$ cat src/rtl/core/lsmp_pkg.sv
`timescale 1ns / 1ps
`default_nettype none

package lsmp_pkg;

    localparam int ANGLE_BITS_DEF = 16;
    localparam int ANGLE_BITS_MAX = 24;
    localparam int PHASE_W        = 32;
    localparam int CORDIC_ITERS   = 24;
    localparam logic signed [33:0] CORDIC_K = 34'sd652032874;

    typedef enum logic [2:0] {
        REG_MOUNT_X       = 3'd0,
        REG_MOUNT_Y       = 3'd1,
        REG_MOUNT_HEADING = 3'd2,
        REG_START_ANGLE   = 3'd3,
        REG_ANGLE_STEP    = 3'd4,
        REG_MIN_RANGE     = 3'd5,
        REG_MAX_RANGE     = 3'd6
    } reg_idx_t;

    typedef struct packed {
        logic [31:0] mount_x;
        logic [31:0] mount_y;
        logic [15:0] mount_heading;
        logic [15:0] start_angle;
        logic [15:0] angle_step;
        logic [23:0] min_range;
        logic [23:0] max_range;
    } cfg_t;

    // one queued beam, angles already scaled to a full 32-bit turn
    typedef struct packed {
        logic        first;
        logic        valid;
        logic [23:0] range;
        logic [31:0] beam_phase;
        logic [31:0] robot_x;
        logic [31:0] robot_y;
        logic [31:0] robot_phase;
    } beam_entry_t;

    typedef struct packed {
        logic        start;
        logic [31:0] phase;
    } cordic_req_t;

    typedef struct packed {
        logic        done;
        logic [31:0] cos_q30;
        logic [31:0] sin_q30;
    } cordic_rsp_t;

    // atan(2^-i) in units of 2^-32 turn
    function automatic logic [31:0] cordic_atan(input logic [4:0] idx);
        logic [31:0] v;
        case (idx)
            5'd0:    v = 32'd536870912;
            5'd1:    v = 32'd316933406;
            5'd2:    v = 32'd167458907;
            5'd3:    v = 32'd85004756;
            5'd4:    v = 32'd42667331;
            5'd5:    v = 32'd21354465;
            5'd6:    v = 32'd10679838;
            5'd7:    v = 32'd5340245;
            5'd8:    v = 32'd2670163;
            5'd9:    v = 32'd1335087;
            5'd10:   v = 32'd667544;
            5'd11:   v = 32'd333772;
            5'd12:   v = 32'd166886;
            5'd13:   v = 32'd83443;
            5'd14:   v = 32'd41722;
            5'd15:   v = 32'd20861;
            5'd16:   v = 32'd10430;
            5'd17:   v = 32'd5215;
            5'd18:   v = 32'd2608;
            5'd19:   v = 32'd1304;
            5'd20:   v = 32'd652;
            5'd21:   v = 32'd326;
            5'd22:   v = 32'd163;
            5'd23:   v = 32'd81;
            default: v = 32'd0;
        endcase
        return v;
    endfunction

endpackage

`default_nettype wire

$ cat src/rtl/core/lsmp_queue.sv
`timescale 1ns / 1ps
`default_nettype none

module lsmp_queue (
    input  logic                  aclk,
    input  logic                  aresetn,
    input  logic                  push,
    input  lsmp_pkg::beam_entry_t push_entry,
    output logic                  full,
    input  logic                  pop,
    output lsmp_pkg::beam_entry_t head,
    output logic                  empty
);
    import lsmp_pkg::*;

    beam_entry_t head_reg;
    beam_entry_t second_reg;
    logic        head_vld_reg;
    logic        second_vld_reg;

    assign head  = head_reg;
    assign empty = !head_vld_reg;
    assign full  = second_vld_reg;

    always_ff @(posedge aclk) begin
        if (!aresetn) begin
            head_vld_reg   <= 1'b0;
            second_vld_reg <= 1'b0;
        end else begin
            case ({push, pop})
                2'b10: begin
                    if (!head_vld_reg) begin
                        head_reg     <= push_entry;
                        head_vld_reg <= 1'b1;
                    end else begin
                        second_reg     <= push_entry;
                        second_vld_reg <= 1'b1;
                    end
                end
                2'b01: begin
                    if (second_vld_reg) begin
                        head_reg       <= second_reg;
                        second_vld_reg <= 1'b0;
                    end else begin
                        head_vld_reg <= 1'b0;
                    end
                end
                2'b11: begin
                    if (second_vld_reg) begin
                        head_reg   <= second_reg;
                        second_reg <= push_entry;
                    end else begin
                        head_reg <= push_entry;
                    end
                end
                default: begin
                end
            endcase
        end
    end

endmodule

`default_nettype wire

$ cat config.mk
export PLATFORM = sky130hd
export DESIGN_NAME = lsmp_queue
export DESIGN_NICKNAME = d
export VERILOG_FILES = /design/src/rtl/core/lsmp_pkg.sv /design/src/rtl/core/lsmp_queue.sv
export SDC_FILE = /design/constraint.sdc
export NUM_CORES = 1
export LEC_CHECK = 0
export BUFFER_PORTS_ARGS = -buffer_cell sky130_fd_sc_hd__buf_2
export CORE_MARGIN = 2
export CORE_UTILIZATION = 38
export DETAILED_ROUTE_END_ITERATION = 7
export PLACE_DENSITY_LB_ADDON = 0.2
export SETUP_SLACK_MARGIN = 0.3
export SLEW_MARGIN = 20
export SYNTH_ARGS = -nofsm -noshare
export SYNTH_HDL_FRONTEND = slang
export SYNTH_SLANG_ARGS = --single-unit
$ cat constraint.sdc
create_clock -name aclk -period 14.8 [get_ports aclk]
set_input_delay 0.74 -clock aclk [delete_from_list [all_inputs] [get_ports aclk]]
set_output_delay 0.74 -clock aclk [all_outputs]
set_load 0.1 [all_outputs]
==> results of run 1 <==
[worst max-delay path, delay by kind of cell]
kind | cells | cell delay [ns]
buffers and inverters | 3 | 1.02
muxes | 1 | 0.42
AOI/OAI and AO/OA | 1 | 0.68
[kinds of logic (layout without fill, tap and decap cells)]
| kind of cell | Yosys count | in the layout |
|---|---|---|
| buf+inv | 20 | 383 |
| mux | 154 | 154 |
| other cells | 0 | 3 |
| simple gates | 8 | 8 |
| flops | 310 | 310 |
| compound gates | 6 | 6 |
[cell usage in the layout (no fill, tap or decap), types with 2 or more instances in the layout]
master and instances:
buf_2 313, buf_4 4, clkbuf_1 5, clkbuf_16 37, clkinv_1 9, clkinv_2 7
clkinv_4 3, dfxtp_1 2, diode_2 3, edfxtp_1 308, inv_1 2, mux2_1 60
mux2_2 94, nand2_1 4, nand2b_1 2
[cell type report]
| cell class | count | share of cell area, % |
|---|---|---|
| clock buffer | 42 | 6.60 |
| timing repair buffer | 318 | 11.3 |
| tap | 390 | 3.41 |
| clock inverter | 20 | 0.874 |
| multi-input combinational | 168 | 12.8 |
| antenna | 3 | 0.0524 |
| inverter | 3 | 0.0786 |
| sequential | 310 | 64.9 |
[worst max-delay path by stage]
stage / from / depth (start not counted) / to
final: push / 5 / head[77]
after global routing: push / 5 / head[3]
after detailed placement: push / 5 / head[77]
after global placement: push / 5 / head[151]
after floorplan: full / 2 / head[0]
after CTS: full / 3 / head[77]
[per-stage QoR]
| stage | hold slack (ns) | total power [mW] | util (%) | cell area (sq um) |
|---|---|---|---|---|
| global route | 0.404 | 2.13 | 48.7 | 14300 |
| finish | 0.428 | 2.05 | 48.7 | 14300 |
| global placement | 0.504 | 1.27 | 45.0 | 13200 |
| detailed placement | 0.509 | 1.28 | 45.0 | 13200 |
| CTS | 0.401 | 2.09 | 48.7 | 14300 |
| floorplan | 0.478 | 1.23 | - | 11300 |
[routing by layer]
layer | track usage, % | wire, microns | up-vias
li1 | - | - | 2667
met1 | 18.6 | 9710 | 2763
met3 | 5.84 | 2380 | 40
met4 | 5.13 | 561 | 2
met2 | 19.9 | 9860 | 236
met5 | 0 | 13 | -
[power groups by stage]
stage / combinational (mW) / sequential, mW / clock, mW
detailed placement: 0.252 / 1.02 / 0
global placement: 0.250 / 1.02 / 0
CTS: 0.252 / 1.01 / 0.829
global route: 0.260 / 1.01 / 0.863
floorplan: 0.0497 / 1.18 / 0
finish: 0.249 / 1.01 / 0.800
==> flow_metrics.py, run 1 <==
metrics = {
    "run_status": {
        "outcome": "complete, no violations",
    },
    "hold_path": {
        "hold_end": "second_reg[22]",
        "hold_depth": 1,
        "hp-start": "push_entry[22]",
        "min_path_type": "input pin to flop",
    },
    "critical_path": {
        "crit_path_start_kind": "input pin",
        "max_stage_delay_ns": 0.84,
        "cp-end-kind": "flop",
        "arrival_ns": 2.97,
        "crit_chain": "buf_2 > inv_2 > o21ai_4 > buf_4 > mux2_2",
        "crit_path_top_delay_cell": "buf_4",
        "r2r-start": "full",
        "cp_max_fo": 70,
        "r2r_end": "head[77]",
        "r2r_cells": 3,
        "path_class": "input pin to flop",
        "worstPathRequired_ns": 15.04,
        "reg2reg_setup_slack_ns": 12.10,
    },
    "power_and_ir_drop": {
        "combPwrFrac_pct": 12.1,
        "switching_share_pct": 25.8,
        "intPower_mw": 1.52,
        "pwr-share-seq_pct": 48.9,
        "p_per_area_mw_per_mm2": 143,
        "switching_power_mw": 0.529,
        "p_leak_nw": 5.31,
        "power_frac_clock_pct": 38.9,
        "peakVddDrop_mv": 0.0767,
    },
    "timing": {
        "setup_viol": 0,
        "setup_ws_ns": 12.07,
        "maxSlewHeadroom_pct": 33.2,
        "period_share_pct": 18.5,
        "finalHoldViolations": 0,
        "worstMarginPinSlew_ns": 1.00,
        "maxSlewViolCount": 0,
        "rsz0062_at_grt": "no",
        "finClkSkew_ns": 0.0135,
        "period_minus_slack_ns": 2.73,
        "totalNegativeSetupSlack_ns": 0,
        "max_freq_mhz": 366,
    },
    "finish": {
        "final_nets": 994,
        "multi_input_area_sq_mm": 0.00184,
        "register_area_sq_mm": 0.00929,
        "area_growth_pct": 27.1,
        "fill_cells": 2536,
        "final_cells": 1254,
        "drive_above_1_share_pct": 53.9,
    },
    "logic_synthesis": {
        "synth_area_sq_mm": 0.0113,
        "synth-adder-area-share_pct": 0,
        "synth_top_family_by_area": "multiplexers",
        "postSynthNetCount": 656,
        "synth_top_area_share_pct": 82.1,
        "syn_inst": 498,
        "synth_xor_xnor_area_share_pct": 0,
        "synthTopCellsByCount": "308 x edfxtp_1, 94 x mux2_2, 60 x mux2_1, 10 x buf_4, 6 x buf_6",
        "synth_compound_area_share_pct": 0.311,
        "synthMuxAreaShare_pct": 15.4,
        "async_flop_share_pct": 0,
        "yosys_warnings": 0,
        "synth.most_common_cell": "edfxtp_1",
        "avgSynthCellArea_sq_um": 22.6,
        "synth_area_leaders": "edfxtp_1 82%, mux2_2 9.4%, mux2_1 6.0%",
        "synth-seq-area-share_pct": 82.5,
        "synthFlopType": "edfxtp_1",
        "synth_cell_types": 17,
        "synth_edf_count": 308,
        "synth-simple-area-share_pct": 0.322,
        "synth_top_area_cell": "edfxtp_1",
        "ys_ff_latch": 310,
    },
    "floorplanning": {
        "ioPinCount": 314,
        "die_area_sq_mm": 0.0310,
        "coreArea_sq_mm": 0.0294,
        "start_util_pct": 38.3,
        "placementRows": 63,
        "die_x_microns": 176,
        "die_h_microns": 176,
    },
    "route": {
        "drt_first_pass_iters": 4,
        "num_vias": 5708,
        "wl_per_cell_microns": 18.0,
        "drt_iter0_drc": 366,
        "postRouteAntennaNets": 0,
        "finalWirelength_mm": 22.5,
        "via_per_inst": 4.55,
        "drc_errors": 0,
    },
    "clock_network": {
        "clock_path_buffers": 3,
        "numClockSinks": 310,
        "cts_max_level": 2,
        "numCtsBuffers": 35,
        "cts-root-buf": "clkbuf_16",
        "cts_tree": "yes",
        "clkLatencyLatePin_ns": 0.50,
        "post_cts_resized": 0,
        "cts_hold_buffers": 0,
        "post_cts_buffers": 0,
        "clkTransAtPathRegs_ns": 0.06,
    },
    "grt": {
        "grt_max_degree": 155,
        "grtUsageTotal_pct": 13.8,
        "grt_pass1_wl_mm": 32.8,
        "overflow": 0,
        "grt_pass1_vias": 5683,
        "antenna_found_initial": 4,
    },
    "place": {
        "finalWeightedCongestion": 0.727,
        "place_ws_ns": 11.50,
        "numPlacedInstances": 1189,
        "dpl.hpwl_mm": 14.1,
        "port_buffers": 313,
    },
    "run": {
        "max_cap_viol_count": 0,
    },
}
Power figures use the tool's default switching activity.
==> run 2: changes to the inputs <==
==> constraint.sdc (replaced) <==
create_clock -name aclk -period 2.65 [get_ports aclk]
set_input_delay 0.1325 -clock aclk [delete_from_list [all_inputs] [get_ports aclk]]
set_output_delay 0.1325 -clock aclk [all_outputs]
set_load 0.1 [all_outputs]
==> run 2 against run 1 <==
Clock power grew to 5.6 times the previous value. Critical path depth shrank 2. Core utilization grew 5.5 points. Die area is the same. Via count grew 12%. Clock-buffer cell count shrank 1. Wire length grew 6.1%. Final area grew 11%. Flip-flop and latch count is the same. Hold slack lost 0.37 ns. Critical endpoint is now head[150]. Combinational power grew to 6.4 times the previous value. Total power grew to 5.7 times the previous value.
==> flow_metrics.py, run 2 (synthesized netlist as in run 1, its figures left out) <==
metrics = {
    "run_status": {
        "outcome": "complete, no violations",
    },
    "critical_path": {
        "crit_chain": "o21ai_4 > buf_12 > mux2_2",
        "crit_path_top_delay_cell": "mux2_2",
        "r2r-start": "full",
        "r2r_end": "head[150]",
        "max_stage_delay_ns": 0.41,
        "crit_path_start_kind": "flop",
        "reg2reg_setup_slack_ns": 0.86,
        "path_class": "flop to flop",
        "cp_max_fo": 90,
        "cp-end-kind": "flop",
        "arrival_ns": 2.04,
        "worstPathRequired_ns": 2.89,
        "r2r_cells": 3,
    },
    "place": {
        "port_buffers": 313,
        "place_ws_ns": 0.894,
        "dpl.hpwl_mm": 14.2,
        "finalWeightedCongestion": 0.720,
    },
    "clock_network": {
        "cts_tree": "yes",
        "post_cts_buffers": 0,
        "cts-root-buf": "clkbuf_16",
        "clkLatencyLatePin_ns": 0.50,
        "post_cts_resized": 0,
        "numCtsBuffers": 35,
        "cts_max_level": 2,
        "clock_path_buffers": 3,
        "clkTransAtPathRegs_ns": 0.05,
        "numClockSinks": 310,
        "cts_hold_buffers": 157,
    },
    "power_and_ir_drop": {
        "p_leak_nw": 5.99,
        "combPwrFrac_pct": 13.7,
        "power_frac_clock_pct": 38.1,
        "switching_power_mw": 2.99,
        "switching_share_pct": 25.7,
        "pwr-share-seq_pct": 48.2,
        "peakVddDrop_mv": 0.506,
        "finalPower_mw": 11.6,
        "intPower_mw": 8.65,
        "p_per_area_mw_per_mm2": 730,
    },
    "finish": {
        "drive_above_1_share_pct": 46.1,
        "final_cell_mix": "313 x buf_2, 308 x edfxtp_1, 157 x dlygate4sd3_1",
        "final_nets": 1153,
        "insertedDiodeCount": 0,
        "multi_input_area_sq_mm": 0.00185,
        "final_common_cell": "buf_2",
        "fill_cells": 2405,
        "register_area_sq_mm": 0.00929,
        "area_growth_pct": 41.6,
    },
    "timing": {
        "setup_viol": 0,
        "finClkSkew_ns": 0.0106,
        "setup_ws_ns": 0.858,
        "worstMarginPinSlew_ns": 0.619,
        "period_share_pct": 67.6,
        "finalHoldViolations": 0,
        "period_minus_slack_ns": 1.79,
        "maxSlewViolCount": 0,
        "maxSlewHeadroom_pct": 58.7,
        "max_freq_mhz": 558,
        "totalNegativeSetupSlack_ns": 0,
        "rsz0062_at_grt": "no",
    },
    "route": {
        "postRouteAntennaNets": 0,
        "drt_first_pass_iters": 4,
        "finalWirelength_mm": 23.9,
        "num_vias": 6390,
        "wl_per_cell_microns": 17.0,
        "via_per_inst": 4.54,
        "drc_errors": 0,
        "drt_iter0_drc": 309,
    },
    "hold_path": {
        "hold_depth": 4,
        "hp-start": "pop",
        "hold_end": "head_vld_reg",
        "min_path_type": "input pin to flop",
    },
    "floorplanning": {
        "die_area_sq_mm": 0.0310,
        "start_util_pct": 38.3,
        "coreArea_sq_mm": 0.0294,
        "die_x_microns": 176,
        "placementRows": 63,
        "ioPinCount": 314,
        "die_h_microns": 176,
    },
    "run": {
        "max_cap_viol_count": 0,
    },
    "grt": {
        "grtUsageTotal_pct": 14.7,
        "grt_max_degree": 91,
        "overflow": 0,
        "grt_pass1_vias": 6533,
        "grt_pass1_wl_mm": 35.9,
        "antenna_found_initial": 0,
    },
}
run 2: changes by cell type in the layout (fill, tap and decap cells not counted), sizes merged:
cell	previous run	this run
dlygate4sd3	0	157
clkinvlp	0	1
buf	318	320
inv	3	6
bufinv	1	2
diode	3	0
clkinv	19	11
clkbuf	42	41
run 2: area by class of cell:
class,instances,share of cell area (%)
well taps,390,3.06
flip-flops and latches,310,58.3
inverters,3,0.0706
clock inverters,17,0.902
multi-input cells,168,11.6
clock buffers,41,5.63
repair buffers,477,20.5
run 2: worst max path at each step:
stage | slack [ns] | cells after the start | start | endpoint
final | 0.86 | 3 | full | head[150]
after global routing | 0.82 | 3 | full | head[150]
after CTS | 0.88 | 3 | full | head[150]
after detailed placement | 0.89 | 3 | full | head[150]
after global placement | 0.92 | 3 | full | head[138]
after floorplan | -1.01 | 2 | full | head[0]
run 2: per-layer routing:
metal  up-vias  GRT usage [%]  routed length [microns]
li1       2984              -                        -
met5         -              0                        0
met2       231           23.7                    11300
met4         0           4.20                      506
met1      3136           19.3                    10300
met3        39           4.44                     1890
run 2: critical path: cells and delay by family (launching register included):
family / cells / cell delay [ns]
DFF: 1 / 0.36
buffers and inverters: 1 / 0.38
muxes: 1 / 0.41
AOI/OAI and AO/OA: 1 / 0.21
run 2: power by group through the flow:
| stage | logic (mW) | clock network (mW) | registers [mW] |
|---|---|---|---|
| floorplan | 0.281 | 0 | 6.54 |
| global placement | 1.41 | 0 | 5.71 |
| detailed placement | 1.41 | 0 | 5.71 |
| CTS | 1.61 | 4.59 | 5.61 |
| global route | 1.67 | 4.78 | 5.62 |
| finish | 1.59 | 4.44 | 5.61 |
run 2: metrics by stage:
step	std cells	cell area, sq um	utilization [%]	hold WS, ns
detailed placement	1191	13300	45.3	0.323
global placement	1191	13300	45.3	0.320
finish	1406	15900	54.2	0.0622
floorplan	498	11300	-	0.231
global route	1406	15900	54.2	0.100
CTS	1406	15900	54.2	0.0343
